File: src/bgsc_pkg.sv
// Package for the button gesture screen cycler: field widths, reset values,
// result event codes and configuration register indexes.
// Used by the channel interfaces and the top level; depends on nothing.
package bgsc_pkg;

  // Field and register widths.
  localparam int unsigned TIME_W   = 32;
  localparam int unsigned TAP_W    = 10;
  localparam int unsigned DIM_W    = 14;
  localparam int unsigned HOLD_W   = 16;
  localparam int unsigned LEVEL_W  = 7;
  localparam int unsigned SCREEN_W = 3;
  localparam int unsigned ADDR_W   = 5;
  localparam int unsigned DATA_W   = 32;

  // Register reset values.
  localparam logic [TAP_W-1:0]   TAP_MIN_RST      = TAP_W'(30);
  localparam logic [DIM_W-1:0]   DIM_MIN_RST      = DIM_W'(700);
  localparam logic [HOLD_W-1:0]  REFRESH_HOLD_RST = HOLD_W'(2500);
  localparam logic [LEVEL_W-1:0] BL_THRESHOLD_RST = LEVEL_W'(40);
  localparam logic [LEVEL_W-1:0] BL_DIM_RST       = LEVEL_W'(15);
  localparam logic [LEVEL_W-1:0] BL_BRIGHT_RST    = LEVEL_W'(100);

  // State reset values.
  localparam logic [LEVEL_W-1:0]  BACKLIGHT_RST = LEVEL_W'(100);
  localparam logic [SCREEN_W-1:0] SCREEN_RST    = '0;

  // Event reported with each result.
  typedef enum logic [1:0] {
    EV_NONE    = 2'd0,
    EV_NEXT    = 2'd1,
    EV_LIGHT   = 2'd2,
    EV_REFRESH = 2'd3
  } event_e;

  // Configuration register indexes (byte address divided by four).
  typedef enum logic [2:0] {
    REG_TAP_MIN      = 3'd0,
    REG_DIM_MIN      = 3'd1,
    REG_REFRESH_HOLD = 3'd2,
    REG_BL_THRESHOLD = 3'd3,
    REG_BL_DIM       = 3'd4,
    REG_BL_BRIGHT    = 3'd5
  } reg_idx_e;

endpackage

File: src/bgsc_if.sv
// Valid/ready channel interfaces for button samples and their results.
// Depends on bgsc_pkg for widths and the event type.
interface bgsc_item_if;
  logic                              valid;
  logic                              ready;
  logic                              pressed;
  logic [bgsc_pkg::TIME_W-1:0]       now_ms;
  logic                              anim_available;

  modport source (output valid, pressed, now_ms, anim_available, input ready);
  modport sink   (input valid, pressed, now_ms, anim_available, output ready);
endinterface

interface bgsc_result_if;
  logic                              valid;
  logic                              ready;
  bgsc_pkg::event_e                  event_res;
  logic [bgsc_pkg::SCREEN_W-1:0]     screen;
  logic [bgsc_pkg::LEVEL_W-1:0]      backlight;

  modport source (output valid, event_res, screen, backlight, input ready);
  modport sink   (input valid, event_res, screen, backlight, output ready);
endinterface

File: src/button_gesture_screen_cycler_top.sv
// Top level of the button gesture screen cycler: sample channel, result channel
// and APB register port. Depends on bgsc_pkg and the interfaces in bgsc_if.sv.
//
// Each request carries one button sample and yields exactly one result. The
// block takes one request per clock cycle while results are taken. An
// accepted request moves into the input register; its result is loaded into
// the result register once that register is free and shows on the result
// channel from there. The press state (edge, start time, hold mark, screen and
// backlight) is updated when the result register is loaded, so back to back
// samples see each other's effect. A result that is not taken holds the
// result register, and the input register still takes one more request before
// ready drops.
// Registers should be written only while no request is in flight.
module button_gesture_screen_cycler_top #(
  parameter int unsigned SCREEN_COUNT = 5
) (
  input  logic                             clk_i,
  input  logic                             rst_ni,
  bgsc_item_if.sink                        item_i,
  bgsc_result_if.source                    result_o,
  input  logic                             psel,
  input  logic                             penable,
  input  logic                             pwrite,
  input  logic [bgsc_pkg::ADDR_W-1:0]      paddr,
  input  logic [bgsc_pkg::DATA_W-1:0]      pwdata,
  output logic [bgsc_pkg::DATA_W-1:0]      prdata,
  output logic                             pready
);

  localparam int unsigned SW = bgsc_pkg::SCREEN_W;
  localparam int unsigned LW = bgsc_pkg::LEVEL_W;

  // Configuration registers.
  logic [bgsc_pkg::TAP_W-1:0]  tap_min_q;
  logic [bgsc_pkg::DIM_W-1:0]  dim_min_q;
  logic [bgsc_pkg::HOLD_W-1:0] refresh_hold_q;
  logic [LW-1:0]               bl_threshold_q;
  logic [LW-1:0]               bl_dim_q;
  logic [LW-1:0]               bl_bright_q;

  bgsc_pkg::reg_idx_e reg_idx;
  logic               cfg_write;

  // Input register.
  logic                        s1_valid_q;
  logic                        s1_pressed_q;
  logic [bgsc_pkg::TIME_W-1:0] s1_now_q;
  logic                        s1_anim_q;

  // Press state.
  logic                        was_pressed_q, was_pressed_d;
  logic [bgsc_pkg::TIME_W-1:0] press_start_q, press_start_d;
  logic                        hold_done_q, hold_done_d;
  logic [SW-1:0]               screen_q, screen_d;
  logic [LW-1:0]               backlight_q, backlight_d;

  // Result register.
  logic                        res_valid_q;
  bgsc_pkg::event_e            res_event_q, event_d;
  logic [SW-1:0]               res_screen_q;
  logic [LW-1:0]               res_backlight_q;

  logic                        res_load;
  logic                        s1_fire;
  logic                        in_take;
  logic [bgsc_pkg::TIME_W-1:0] held;
  logic [SW:0]                 screen_inc;
  logic [SW-1:0]               screen_adv;

  // APB: always ready, register picked by the word address.
  assign pready    = 1'b1;
  assign reg_idx   = bgsc_pkg::reg_idx_e'(paddr[bgsc_pkg::ADDR_W-1:2]);
  assign cfg_write = psel && penable && pwrite && pready;

  always_ff @(posedge clk_i or negedge rst_ni) begin
    if (!rst_ni) begin
      tap_min_q      <= bgsc_pkg::TAP_MIN_RST;
      dim_min_q      <= bgsc_pkg::DIM_MIN_RST;
      refresh_hold_q <= bgsc_pkg::REFRESH_HOLD_RST;
      bl_threshold_q <= bgsc_pkg::BL_THRESHOLD_RST;
      bl_dim_q       <= bgsc_pkg::BL_DIM_RST;
      bl_bright_q    <= bgsc_pkg::BL_BRIGHT_RST;
    end else if (cfg_write) begin
      unique case (reg_idx)
        bgsc_pkg::REG_TAP_MIN:      tap_min_q      <= pwdata[bgsc_pkg::TAP_W-1:0];
        bgsc_pkg::REG_DIM_MIN:      dim_min_q      <= pwdata[bgsc_pkg::DIM_W-1:0];
        bgsc_pkg::REG_REFRESH_HOLD: refresh_hold_q <= pwdata[bgsc_pkg::HOLD_W-1:0];
        bgsc_pkg::REG_BL_THRESHOLD: bl_threshold_q <= pwdata[LW-1:0];
        bgsc_pkg::REG_BL_DIM:       bl_dim_q       <= pwdata[LW-1:0];
        bgsc_pkg::REG_BL_BRIGHT:    bl_bright_q    <= pwdata[LW-1:0];
        default: ;
      endcase
    end
  end

  // Register read-back, zero extended.
  always_comb begin
    unique case (reg_idx)
      bgsc_pkg::REG_TAP_MIN:      prdata = bgsc_pkg::DATA_W'(tap_min_q);
      bgsc_pkg::REG_DIM_MIN:      prdata = bgsc_pkg::DATA_W'(dim_min_q);
      bgsc_pkg::REG_REFRESH_HOLD: prdata = bgsc_pkg::DATA_W'(refresh_hold_q);
      bgsc_pkg::REG_BL_THRESHOLD: prdata = bgsc_pkg::DATA_W'(bl_threshold_q);
      bgsc_pkg::REG_BL_DIM:       prdata = bgsc_pkg::DATA_W'(bl_dim_q);
      bgsc_pkg::REG_BL_BRIGHT:    prdata = bgsc_pkg::DATA_W'(bl_bright_q);
      default:                    prdata = '0;
    endcase
  end

  // Handshake: the input register moves on whenever the result register frees up.
  assign res_load     = !res_valid_q || result_o.ready;
  assign s1_fire      = s1_valid_q && res_load;
  assign item_i.ready = !s1_valid_q || s1_fire;
  assign in_take      = item_i.valid && item_i.ready;

  always_ff @(posedge clk_i or negedge rst_ni) begin
    if (!rst_ni) begin
      s1_valid_q <= 1'b0;
    end else if (in_take) begin
      s1_valid_q <= 1'b1;
    end else if (s1_fire) begin
      s1_valid_q <= 1'b0;
    end
  end

  always_ff @(posedge clk_i) begin
    if (in_take) begin
      s1_pressed_q <= item_i.pressed;
      s1_now_q     <= item_i.now_ms;
      s1_anim_q    <= item_i.anim_available;
    end
  end

  // Next screen index: wrap at the end and skip the last screen without animation.
  always_comb begin
    screen_inc = {1'b0, screen_q} + (SW+1)'(1);
    if (screen_inc >= (SW+1)'(SCREEN_COUNT)) begin
      screen_inc = '0;
    end
    if (screen_inc == (SW+1)'(SCREEN_COUNT - 1) && !s1_anim_q) begin
      screen_inc = '0;
    end
    screen_adv = screen_inc[SW-1:0];
  end

  // Press time is taken modulo the timer wrap.
  assign held = s1_now_q - press_start_q;

  // Gesture decision for the sample in the input register.
  always_comb begin
    was_pressed_d = s1_pressed_q;
    press_start_d = press_start_q;
    hold_done_d   = hold_done_q;
    screen_d      = screen_q;
    backlight_d   = backlight_q;
    event_d       = bgsc_pkg::EV_NONE;
    priority if (s1_pressed_q && !was_pressed_q) begin
      press_start_d = s1_now_q;
      hold_done_d   = 1'b0;
    end else if (s1_pressed_q && !hold_done_q &&
                 held > bgsc_pkg::TIME_W'(refresh_hold_q)) begin
      hold_done_d = 1'b1;
      event_d     = bgsc_pkg::EV_REFRESH;
    end else if (!s1_pressed_q && was_pressed_q && !hold_done_q) begin
      if (held > bgsc_pkg::TIME_W'(dim_min_q)) begin
        backlight_d = (backlight_q > bl_threshold_q) ? bl_dim_q : bl_bright_q;
        event_d     = bgsc_pkg::EV_LIGHT;
      end else if (held > bgsc_pkg::TIME_W'(tap_min_q)) begin
        screen_d = screen_adv;
        event_d  = bgsc_pkg::EV_NEXT;
      end
    end else begin
      // Steady level or release after a handled hold: nothing happens.
    end
  end

  // Press state advances once per sample.
  always_ff @(posedge clk_i or negedge rst_ni) begin
    if (!rst_ni) begin
      was_pressed_q <= 1'b0;
      press_start_q <= '0;
      hold_done_q   <= 1'b0;
      screen_q      <= bgsc_pkg::SCREEN_RST;
      backlight_q   <= bgsc_pkg::BACKLIGHT_RST;
    end else if (s1_fire) begin
      was_pressed_q <= was_pressed_d;
      press_start_q <= press_start_d;
      hold_done_q   <= hold_done_d;
      screen_q      <= screen_d;
      backlight_q   <= backlight_d;
    end
  end

  // Result register.
  always_ff @(posedge clk_i or negedge rst_ni) begin
    if (!rst_ni) begin
      res_valid_q <= 1'b0;
    end else if (s1_fire) begin
      res_valid_q <= 1'b1;
    end else if (result_o.ready) begin
      res_valid_q <= 1'b0;
    end
  end

  always_ff @(posedge clk_i) begin
    if (s1_fire) begin
      res_event_q     <= event_d;
      res_screen_q    <= screen_d;
      res_backlight_q <= backlight_d;
    end
  end

  assign result_o.valid     = res_valid_q;
  assign result_o.event_res = res_event_q;
  assign result_o.screen    = res_screen_q;
  assign result_o.backlight = res_backlight_q;

`ifndef SYNTHESIS
  // The screen index never leaves the configured range.
  a_screen_range: assert property (@(posedge clk_i) disable iff (!rst_ni)
    {1'b0, screen_q} < (SW+1)'(SCREEN_COUNT))
    else $error("screen index out of range");

  // A refresh result always leaves the hold marked as handled.
  a_refresh_marks_hold: assert property (@(posedge clk_i) disable iff (!rst_ni)
    (s1_fire && event_d == bgsc_pkg::EV_REFRESH) |=> hold_done_q)
    else $error("refresh fired without marking the hold");

  // The backlight only changes with a backlight event.
  a_backlight_event: assert property (@(posedge clk_i) disable iff (!rst_ni)
    (s1_fire && event_d != bgsc_pkg::EV_LIGHT) |=> $stable(backlight_q))
    else $error("backlight changed without a backlight event");

  // Input stalls only when both registers are full and the result is held.
  a_stall_cause: assert property (@(posedge clk_i) disable iff (!rst_ni)
    !item_i.ready |-> (s1_valid_q && res_valid_q && !result_o.ready))
    else $error("input stalled without a full pipeline");
`endif

endmodule
File: src/flat_wrapper.sv
// flat-port wrapper written by rule: the top's interface ports become plain ports
module button_gesture_screen_cycler_top_flat 
#(
  parameter int unsigned SCREEN_COUNT = 5
)
  (clk_i, rst_ni, psel, penable, pwrite, paddr, pwdata, prdata, pready, item_i_valid, item_i_pressed, item_i_now_ms, item_i_anim_available, item_i_ready, result_o_valid, result_o_event_res, result_o_screen, result_o_backlight, result_o_ready);
  bgsc_item_if item_i_i ();
  bgsc_result_if result_o_i ();
  input  logic clk_i;
  input  logic rst_ni;
  input  logic psel;
  input  logic penable;
  input  logic pwrite;
  input  logic [bgsc_pkg::ADDR_W-1:0] paddr;
  input  logic [bgsc_pkg::DATA_W-1:0] pwdata;
  output logic [bgsc_pkg::DATA_W-1:0] prdata;
  output logic pready;
  input wire logic [$bits(item_i_i.valid)-1:0] item_i_valid;
  input wire logic [$bits(item_i_i.pressed)-1:0] item_i_pressed;
  input wire logic [$bits(item_i_i.now_ms)-1:0] item_i_now_ms;
  input wire logic [$bits(item_i_i.anim_available)-1:0] item_i_anim_available;
  output wire logic [$bits(item_i_i.ready)-1:0] item_i_ready;
  output wire logic [$bits(result_o_i.valid)-1:0] result_o_valid;
  output wire logic [$bits(result_o_i.event_res)-1:0] result_o_event_res;
  output wire logic [$bits(result_o_i.screen)-1:0] result_o_screen;
  output wire logic [$bits(result_o_i.backlight)-1:0] result_o_backlight;
  input wire logic [$bits(result_o_i.ready)-1:0] result_o_ready;
  assign item_i_i.valid = item_i_valid;
  assign item_i_i.pressed = item_i_pressed;
  assign item_i_i.now_ms = item_i_now_ms;
  assign item_i_i.anim_available = item_i_anim_available;
  assign item_i_ready = item_i_i.ready;
  assign result_o_valid = result_o_i.valid;
  assign result_o_event_res = result_o_i.event_res;
  assign result_o_screen = result_o_i.screen;
  assign result_o_backlight = result_o_i.backlight;
  assign result_o_i.ready = result_o_ready;
  button_gesture_screen_cycler_top #(.SCREEN_COUNT(SCREEN_COUNT)) u_core (.clk_i(clk_i), .rst_ni(rst_ni), .item_i(item_i_i), .result_o(result_o_i), .psel(psel), .penable(penable), .pwrite(pwrite), .paddr(paddr), .pwdata(pwdata), .prdata(prdata), .pready(pready));
endmodule
File: config.mk
export PLATFORM = sky130hd
export DESIGN_NAME = button_gesture_screen_cycler_top_flat
export DESIGN_NICKNAME = d
export VERILOG_FILES = /design/src/bgsc_pkg.sv /design/src/bgsc_if.sv /design/src/button_gesture_screen_cycler_top.sv /design/src/flat_wrapper.sv
export SDC_FILE = /design/constraint.sdc
export NUM_CORES = 1
export LEC_CHECK = 0
export ABC_AREA = 1
export ABC_CLOCK_PERIOD_IN_PS = 4000
export BUFFER_PORTS_ARGS = -buffer_cell sky130_fd_sc_hd__buf_2
export CORE_MARGIN = 5
export CORE_UTILIZATION = 49
export DETAILED_ROUTE_END_ITERATION = 12
export PLACE_DENSITY_LB_ADDON = 0.08
export SYNTH_ARGS = -nofsm -noshare
export SYNTH_HDL_FRONTEND = slang
export SYNTH_SLANG_ARGS = --single-unit
File: constraint.sdc
create_clock -name clk_i -period 4 [get_ports clk_i]
set_input_delay 0.6 -clock clk_i [delete_from_list [all_inputs] [get_ports clk_i]]
set_output_delay 0.6 -clock clk_i [all_outputs]
set_load 0.005 [all_outputs]
======== After elaboration in Yosys (flattened, before gate mapping) ========
Index checks and enable logic that the tools add are counted.
W data, S select, Z words.
storage, ports and cells
  memory bits (read-only) ................. 0
  input port bits ......................... 78
  memory bits (writable) .................. 0
  register bits ........................... 153
  memories kept ........................... 0
  word-level logic and storage cells ...... 85
  bits in latches ......................... 0
  output and inout port bits .............. 47
cells by class
  divide/modulo/power cells ............... 0
  multiply operators ...................... 0
  add/sub/neg operators ................... 2
  magnitude comparators ................... 5
  reduce and logical (&&, ||, !) cells .... 30
  equal/unequal tests ..................... 6
  mux-type cells .......................... 23
  shift operators ......................... 0
  bitwise gates (word level) .............. 0
operators by type and width
  cell                   number
  $pmux W16 S6           1
  $mux W7                5
  $gt A32 B10 Y1         1
  $gt A32 B14 Y1         1
  $gt A32 B16 Y1         1
  $sub A32 B32 Y32       1
  $mux W3                6
  $reduce_and A2 Y1      8
  $logic_and A1 B1 Y1    10
  $gt A7 B7 Y1           1
  $mux W1                7
  $eq A3 B2 Y1 const B   2
  $eq A3 B3 Y1 const B   2
  $logic_not A1 Y1       6
  $mux W2                3
  $reduce_bool A2 Y1     3
  $add A3 B1 Y4 const B  1
  $eq A4 B3 Y1 const B   1
  $ge A4 B3 Y1 const B   1
  $mux W4                1
  $eq A3 B1 Y1 const B   1
  $logic_not A3 Y1       1
  $logic_or A1 B1 Y1     2

======== Longest topological paths before layout ========
Gate-level depths: netlist of run 1.
  depth in word-level cells ............... 11
  gate-level depth with buffers ........... 25
  depth with buffers taken out ............ 25

======== Worst setup path before layout of run 1 ========
OpenSTA, ideal clock, no wires.
  path kind ............................... reg-to-reg
  start point ............................. register u_core.press_start_q[0] in the netlist's numbering
  end point ............................... register u_core.res_backlight_q[5] (netlist: u_core.result_o.backlight[5]) (data pin)
  path slack .............................. 0.861 ns
  required time ........................... 3.745 ns
  buffers on the path ..................... 0
  arrival ................................. 2.885 ns
  stages on the path, launching flop included .. 20
  period minus slack after synthesis ...... 3.139 ns
  library setup time ...................... 0.255 ns
  path through ............................ dfrtp_1 ha_1 fa_1 inv_1 nand3_1 nand3_1 nand2_1 nand2_1 xor2_1 ha_1 inv_1 nor2_1 and3_1 o21ai_0 a21oi_1 nor2_2 nand3_4 nand2_4 nand2_1 and2_1
on the way
  cells in the longest elaborated chain, start to end .. 6
  elaborated cells between the ends (all ways) .. 8
  classes of those cells .................. add/sub (1); order compare (2); mux (4); reduce/logical (1)
ends and longest elaborated chain
  element                    RTL line                                 source
  start, declared            button_gesture_screen_cycler_top.sv:52   logic [bgsc_pkg::TIME_W-1:0] press_start_q, press_start_d;
  start signal, assigned     button_gesture_screen_cycler_top.sv:186  press_start_q <= press_start_d;
  $sub A32 B32 Y32 *         button_gesture_screen_cycler_top.sv:146  assign held = s1_now_q - press_start_q;
  $gt A32 B14 Y1             button_gesture_screen_cycler_top.sv:164  if (held > bgsc_pkg::TIME_W'(dim_min_q)) begin
  $mux W7                    button_gesture_screen_cycler_top.sv:164
  $mux W7                    button_gesture_screen_cycler_top.sv:163  end else if (!s1_pressed_q && was_pressed_q && !hold_done_q) begin
  $mux W7 *                  button_gesture_screen_cycler_top.sv:159  end else if (s1_pressed_q && !hold_done_q &&
  $mux W7 *                  button_gesture_screen_cycler_top.sv:156  priority if (s1_pressed_q && !was_pressed_q) begin
  net u_core.backlight_d[5]  button_gesture_screen_cycler_top.sv:55   logic [LW-1:0] backlight_q, backlight_d;
  end signal, assigned       button_gesture_screen_cycler_top.sv:208  res_backlight_q <= backlight_d;
  end, declared              button_gesture_screen_cycler_top.sv:61   logic [LW-1:0] res_backlight_q;
Mark *: on every way through the listed nets, which the timed path passes. The rest lies on a longest branch.
A chain may end at the register's enable or synchronous reset.

======== Worst setup path in the final report of run 1 ========
  start point ............................. register u_core.press_start_q[0] in the netlist's numbering
  end point ............................... register u_core.res_event_q[0] (netlist: u_core.result_o.event_res[0]) (data pin)
on the way
  cells in the longest elaborated chain, start to end .. 6
  elaborated cells between the ends (all ways) .. 9
  classes of those cells .................. add/sub (1); order compare (3); mux (4); reduce/logical (1)
ends and longest elaborated chain
  element               RTL line                                 source
  $sub A32 B32 Y32 *    button_gesture_screen_cycler_top.sv:146
  $gt A32 B10 Y1        button_gesture_screen_cycler_top.sv:167  end else if (held > bgsc_pkg::TIME_W'(tap_min_q)) begin
  $mux W1               button_gesture_screen_cycler_top.sv:167
  $mux W2               button_gesture_screen_cycler_top.sv:164
  $mux W2               button_gesture_screen_cycler_top.sv:163
  $mux W2 *             button_gesture_screen_cycler_top.sv:159
  end signal, assigned  button_gesture_screen_cycler_top.sv:206  res_event_q <= event_d;
  end, declared         button_gesture_screen_cycler_top.sv:59   bgsc_pkg::event_e res_event_q, event_d;
Every way passes the cells marked *; elsewhere a longest branch is shown, timed or not.

==> impl_results.md, run 1 <==
- Critical Path RT: 4.18 ns
- Critical path peak fanout: 3
- Max cap viols: 0
- Crit path launch type: flop
- Post-Syn Instances: 1421
- Crit path buf inv count: 2
- Initial antenna violation count: 0
- Post-route insts no fill: 1804
- Pre-CTS setup slack: 0.161 ns
- Vias: 8755
- Top-count cell post-synth: nand2_1
- Slowest CP cell: nor4_1
- Outcome: completed
- Register area share after synthesis: 39.6%
- Grt peak-use layer: met2
- Final #Nets: 1676
- Grt total ovfl: 0
- Final WS setup: 0.306 ns
- Die Ht: 155 um
- Die area: 24100 um2
- Dpl cells: 1771
- Period utilization: 92.3%
- Vias in the first global route: 8085
- CP Capture Type: flop
- DRC violations left: 0
- PwrDens: 717 nW/um2
- Async set-reset flop share out of synthesis: 69.9%
- Kind of critical path: flop to flop
- Unique masters post-synth: 43
- Area growth syn-to-layout: 13.2%
- Setup TNS: 0 ns
- Worst reg-to-reg setup slack: 0.31 ns
- Total power: 8390 uW
- RSZ-0062 raised after global routing: no
- Leakage: 0.00623 uW
- Core ar.: 20900 um2
- CTS H-tree depth: 4
- Port Buf Inserts: 89
- Post-DP HPWL: 19100 um
- Worst reg-to-reg path cell count: 18
- WP data arrival: 3.87 ns
- Crit path max-delay family: simple AND/OR/NAND/NOR gates
- Synth Cell Area: 10300 um2
- Max Fclk: 271 MHz
- RePlAce Congestion: 0.890
- Synth Flop Type: dfrtp_1
- ANT cells: 0
- Total GRT Usage: 20.7%
- First-pass GRT wire length: 40400 um
- Post-synth top area cell: dfrtp_1
- Final setup viols: 0
- Slew HR: 30.1%
- Worst slew pin tran: 1.04 ns
- Post-synth top cells: nand2_1 (463), inv_1 (275), o21ai_0 (108), ha_1 (81), dfrtp_1 (80)
- Worst path max stage delay: 0.45 ns
- GR met1 Demand/Resource: 30.4%
- Worst-case clock buffer depth: 2
- WL final: 24300 um
- Clock slew at reported path FFs: 0.07 ns
- Met3 Usage GRT: 3.89%
- Hold Vio Cnt, Final: 0
- Ports: 125
- Die width: 155 um
- Synth top area share: 19.4%
- Number of buffers created by CTS: 17
- Critical Path Stages: 18
- Worst-skew pair later-pin latency: 0.43 ns
- EDFF count, synth: 46
- Iter 0 DRT Violations: 519
- Worst-path cell chain: ha_1 -> fa_1 -> inv_1 -> nand2_1 -> nand3_1 -> nand2_1 -> nand2_1 -> nand2_1 -> nand2_1 -> inv_1 -> ha_1 -> nand2_1 -> nor4_1 -> nand3b_1 -> o22ai_1 -> nand2_1 -> nand3_1 -> a21oi_1
- CP dominant cell by count: nand2_1
- Clock period minus worst slack: 3.69 ns
- Syn Area/Cell: 7.28 um2
- Grt met2 use: 32.8%
- ANT nets after route: 0
- WL per Instance: 13.4 um
- Max Transition Viols Final: 0
- Largest cells by area after synthesis: dfrtp_1 (19%), nand2_1 (17%), edfxtp_1 (13%)
- CTS tree: done
- Std cell rows: 53
- Via-per-instance ratio: 4.85
- Synth warn: 0
- Clock Sinks: 153
- FF+latch count, synth: 153
- Largest net degree at the start of global routing: 63
- Clk_skew: 0.0152 ns
- Initial Utilization: 49.5%
- Worst Hold Class: input port to asynchronous set/reset pin
- Share of cells above drive strength 1: 12.9%
- Drt first pass iters: 6
- Hold_buf cts: 0
- Clock root cell: clkbuf_16
- Peak supply drop: 0.350 mV
[report_power, final]
group / switching [uW] / internal [uW]
combinational: 2880 / 1630
sequential: 185 / 2050
clock: 693 / 945
total: 3760 / 4630
[worst register-to-register path, delay by kind of cell, from the launching register on]
kind,cells,cell delay [ns]
AOI/OAI and AO/OA,2,0.38
adders and majority gates,3,0.92
DFF,1,0.39
buffers and inverters,2,0.18
and+or+nand+nor,11,1.59
[sequential cells by signal, indices dropped and copies added, names as in the netlist, 7 cells and up]
| name | flops |
|---|---|
| u_core.bl_bright_q | 7 |
| u_core.refresh_hold_q | 16 |
| u_core.result_o.backlight | 7 |
| u_core.bl_threshold_q | 7 |
| u_core.s1_now_q | 32 |
| u_core.bl_dim_q | 7 |
| u_core.backlight_q | 7 |
| u_core.tap_min_q | 10 |
| u_core.press_start_q | 32 |
| u_core.dim_min_q | 14 |
[routing by layer]
metal	share of wire, %	vias up
met2	44	180
met5	0	-
li1	-	4634
met1	50	3930
met3	5.1	11
met4	0.59	0
[final cells by class]
class / instances / area, um2
Clock buffer: 19 / 475
Clock inverter: 13 / 128
Fill cell: 2040 / 9190
Inverter: 281 / 1050
Multi-Input combinational cell: 966 / 5090
Sequential cell: 153 / 4090
Tap cell: 275 / 344
Timing Repair Buffer: 97 / 520
[cell usage in the layout, fill, tap and decap left out, types with 42 or more instances in the layout]
| cell type | count |
|---|---|
| a21oi_1 | 42 |
| buf_2 | 88 |
| dfrtp_1 | 80 |
| edfxtp_1 | 46 |
| ha_1 | 80 |
| inv_1 | 275 |
| nand2_1 | 463 |
| nand3_1 | 63 |
| nor2_1 | 71 |
| o21ai_0 | 108 |
[logic make-up after synthesis]
logic type      count (synthesis)  share of synthesized area (%)
compound gates                185                           9.88
buf+inv                       317                           12.1
flops                         153                           39.6
xor+xnor                       10                          0.847
simple gates                  672                           27.5
fa+ha+maj                      82                           9.99
other cells                     2                         0.0726
[per-stage QoR]
stage          instance area (um2)  utilization [%]  hold WS (ns)
2_1_floorplan                10400                -         0.304
3_3_place_gp                 11100             53.0         0.465
3_5_place_dp                 11100             53.0         0.472
4_1_cts                      11700             55.9         0.296
5_1_grt                      11700             56.0         0.322
6_report                     11700             56.0         0.266
[path summary, 6_finish.rpt]
kind / from / to
worst max register to register: u_core.press_start_q[0] / u_core.result_o.event_res[0]
worst min-delay path: rst_ni / u_core.dim_min_q[8]
worst min register to register: u_core.backlight_q[5] / u_core.backlight_q[5]
min in group clk_i: item_i_now_ms[11] / u_core.s1_now_q[11]
worst max-delay path: u_core.press_start_q[0] / u_core.result_o.event_res[0]
max in group asynchronous: rst_ni / u_core.backlight_q[2]
[repair_timing]
| action | in CTS | in global routing |
|---|---|---|
| resized for setup | 0 | 5 |
| buffers inserted | 0 | 1 |
| endpoints found under the setup margin | 0 | 19 |
| hold endpoints to repair | 0 | 0 |
Note: power is estimated with default switching activity, not from simulation.
==> run 2, diff against run 1 <==
Settings changed: GPL_TIMING_DRIVEN from default to 0.
==> run 2 against run 1 <==
  * Largest cell class unchanged
  * Register-to-register slack lost 0.05 ns
  * Global-route usage rose by 1.3 points
  * Maximum frequency decreased by 1.3%
  * Routed wire length rose by 7.7%
  * Sequential share of layout area decreased by 0.54 points
  * Sequential cell count did not move
  * Total power up 1.5%
  * Setup slack worse by 0.048 ns
  * Cell count increased by 1.8%
  * Clock power down 2%
==> impl_results.md, run 2 (synthesis results as in run 1) <==
- Worst-skew pair later-pin latency: 0.43 ns (about the same)
- Slew HR: 24.6% (-5.5 points)
- Die area: 24100 um2 (unchanged)
- Peak supply drop: 0.367 mV (+5.0%)
- Worst Hold Class: input port to asynchronous set/reset pin
- Die Ht: 155 um (unchanged)
- Hold Vio Cnt, Final: 0 (unchanged)
- Via-per-instance ratio: 4.92 (+1.3%)
- Initial Utilization: 49.5% (unchanged)
- Grt total ovfl: 0 (unchanged)
- Number of buffers created by CTS: 17 (unchanged)
- Area growth syn-to-layout: 14.9%
- Clock Sinks: 153 (unchanged)
- RePlAce Congestion: 0.900 (+1.1%)
- Post-DP HPWL: 20300 um (+6.5%)
- Kind of critical path: flop to flop
- Max cap viols: 0 (unchanged)
- Std cell rows: 53 (unchanged)
- Post-route cell area: 11900 um2 (+1.6%)
- Iter 0 DRT Violations: 585 (+13%)
- Commonest non-fill, non-tap cell in the layout: nand2_1
- Period utilization: 93.5% (+1.2 points)
- Setup TNS: 0 ns (unchanged)
- Final setup viols: 0 (unchanged)
- Ports: 125 (unchanged)
- Vias in the first global route: 8379 (+3.6%)
- Share of cells above drive strength 1: 13.8% (+0.89 points)
- Clock period minus worst slack: 3.74 ns (+0.0479 ns)
- ANT cells: 0 (unchanged)
- WL final: 26100 um (+7.7%)
- CTS tree: done
- Vias: 9027 (+3.1%)
- Worst slew pin tran: 1.12 ns (+0.0822 ns)
- ANT nets after route: 0 (unchanged)
- Clk_skew: 0.0109 ns (-0.00432 ns)
- Leakage: 0.00633 uW (+1.6%)
- Total power: 8510 uW (+1.5%)
- Placed Area: 11200 um2 (+1.4%)
- Clock root cell: clkbuf_16
- First-pass GRT wire length: 42300 um (+4.8%)
- Critical Path RT: 4.18 ns (about the same)
- WP data arrival: 3.92 ns (+0.05 ns)
- CP Capture Type: flop
- Outcome: completed
- Crit path launch type: flop
- CTS H-tree depth: 4 (unchanged)
- Initial antenna violation count: 0 (unchanged)
- DRC violations left: 0 (unchanged)
- PwrDens: 716 nW/um2 (-0.12%)
- WL per Instance: 14.2 um (+5.8%)
- Max Transition Viols Final: 0 (unchanged)
- Worst-case clock buffer depth: 2 (unchanged)
- Top flop regs: u_core.press_start_q x32, u_core.s1_now_q x32, u_core.refresh_hold_q x16
- Critical path peak fanout: 4 (+1)
- Drt first pass iters: 5 (-1)
- Most frequent cells in the layout: nand2_1 (463), inv_1 (274), o21ai_0 (108)
- Total GRT Usage: 22.0% (+1.3 points)
- Core ar.: 20900 um2 (unchanged)
- Die width: 155 um (unchanged)
- Port Buf Inserts: 89 (unchanged)
- Largest net degree at the start of global routing: 68 (+7.9%)
- RSZ-0062 raised after global routing: no
- Clock slew at reported path FFs: 0.07 ns (about the same)
- Final #Nets: 1708 (+1.9%)
- Max Fclk: 267 MHz (-1.3%)
## run 2: cell types whose count changed in the layout (fill, tap and decap cells not counted), sizes merged
cell / previous run / this run
clkinv: 6 / 9
bufinv: 1 / 0
inv: 285 / 282
buf: 97 / 110
clkinvlp: 2 / 1
clkbuf: 19 / 40
## run 2: stage by stage
step	setup WS, ns	std cells	util, %	hold WS, ns
final	0.258	1836	56.9	0.153
after global routing	0.0443	1836	56.9	0.192
after CTS	0.0249	1833	56.5	0.167
after detailed placement	0.0882	1801	53.7	0.473
after global placement	0.0914	1800	53.6	0.466
after floorplan	0.861	1436	-	0.304
## run 2: final cells by class
class | count | area (um2)
Clock inverter | 11 | 78.8
Clock buffer | 21 | 503
Sequential cell | 153 | 4090
Tap cell | 275 | 344
Multi-Input combinational cell | 966 | 5100
Fill cell | 2031 | 9000
Inverter | 281 | 1050
Buffer | 36 | 199
Timing Repair Buffer | 93 | 510
## run 2: final timing paths
kind	from	end	slack, ns	cells after the start
worst max-delay path	u_core.s1_now_q[0]	u_core.result_o.screen[1]	0.26	21
worst min-delay path	rst_ni	u_core.tap_min_q[8]	0.15	1
worst max register to register	u_core.s1_now_q[0]	u_core.result_o.screen[1]	0.26	21
worst min register to register	u_core.dim_min_q[12]	u_core.dim_min_q[12]	0.48	2
max in group asynchronous	rst_ni	u_core.bl_bright_q[6]	3.07	2
min in group clk_i	item_i_now_ms[20]	u_core.s1_now_q[20]	0.34	1
## run 2: worst max-delay path: stages (launching register included)
cell	delay, ns
edfxtp_1	0.37
inv_1	0.08
ha_1	0.21
fa_1	0.40
inv_1	0.14
nand3_1	0.08
nand3_1	0.21
nand2_1	0.08
nand2_1	0.18
xor2_2	0.28
ha_1	0.29
inv_1	0.07
nor2_1	0.05
and3_1	0.15
inv_1	0.06
nor2_1	0.04
a21oi_2	0.16
nor2_4	0.09
buf_4	0.14
nand4_1	0.17
nand2_1	0.09
and2_1	0.17
## run 2: report_power, final
part           total, uW  internal [uW]  switching (uW)
clock network       1600            907             698
logic               4660           1670            2990
registers           2240           2050             192
## run 2: what timing repair did
action | 4_1_cts | 5_1_grt
buffers inserted | 0 | 2
setup endpoints to repair | 0 | 22
hold buffers | 0 | 0
resized for setup | 0 | 10
## run 2: routing by layer
| metal | routed length [um] | vias to the layer above | track usage [%] |
|---|---|---|---|
| li1 | - | 4699 | - |
| met1 | 12700 | 4078 | 31.5 |
| met2 | 11400 | 215 | 34.0 |
| met3 | 1430 | 35 | 4.09 |
| met4 | 559 | 0 | 7.13 |
| met5 | 0 | - | 0 |
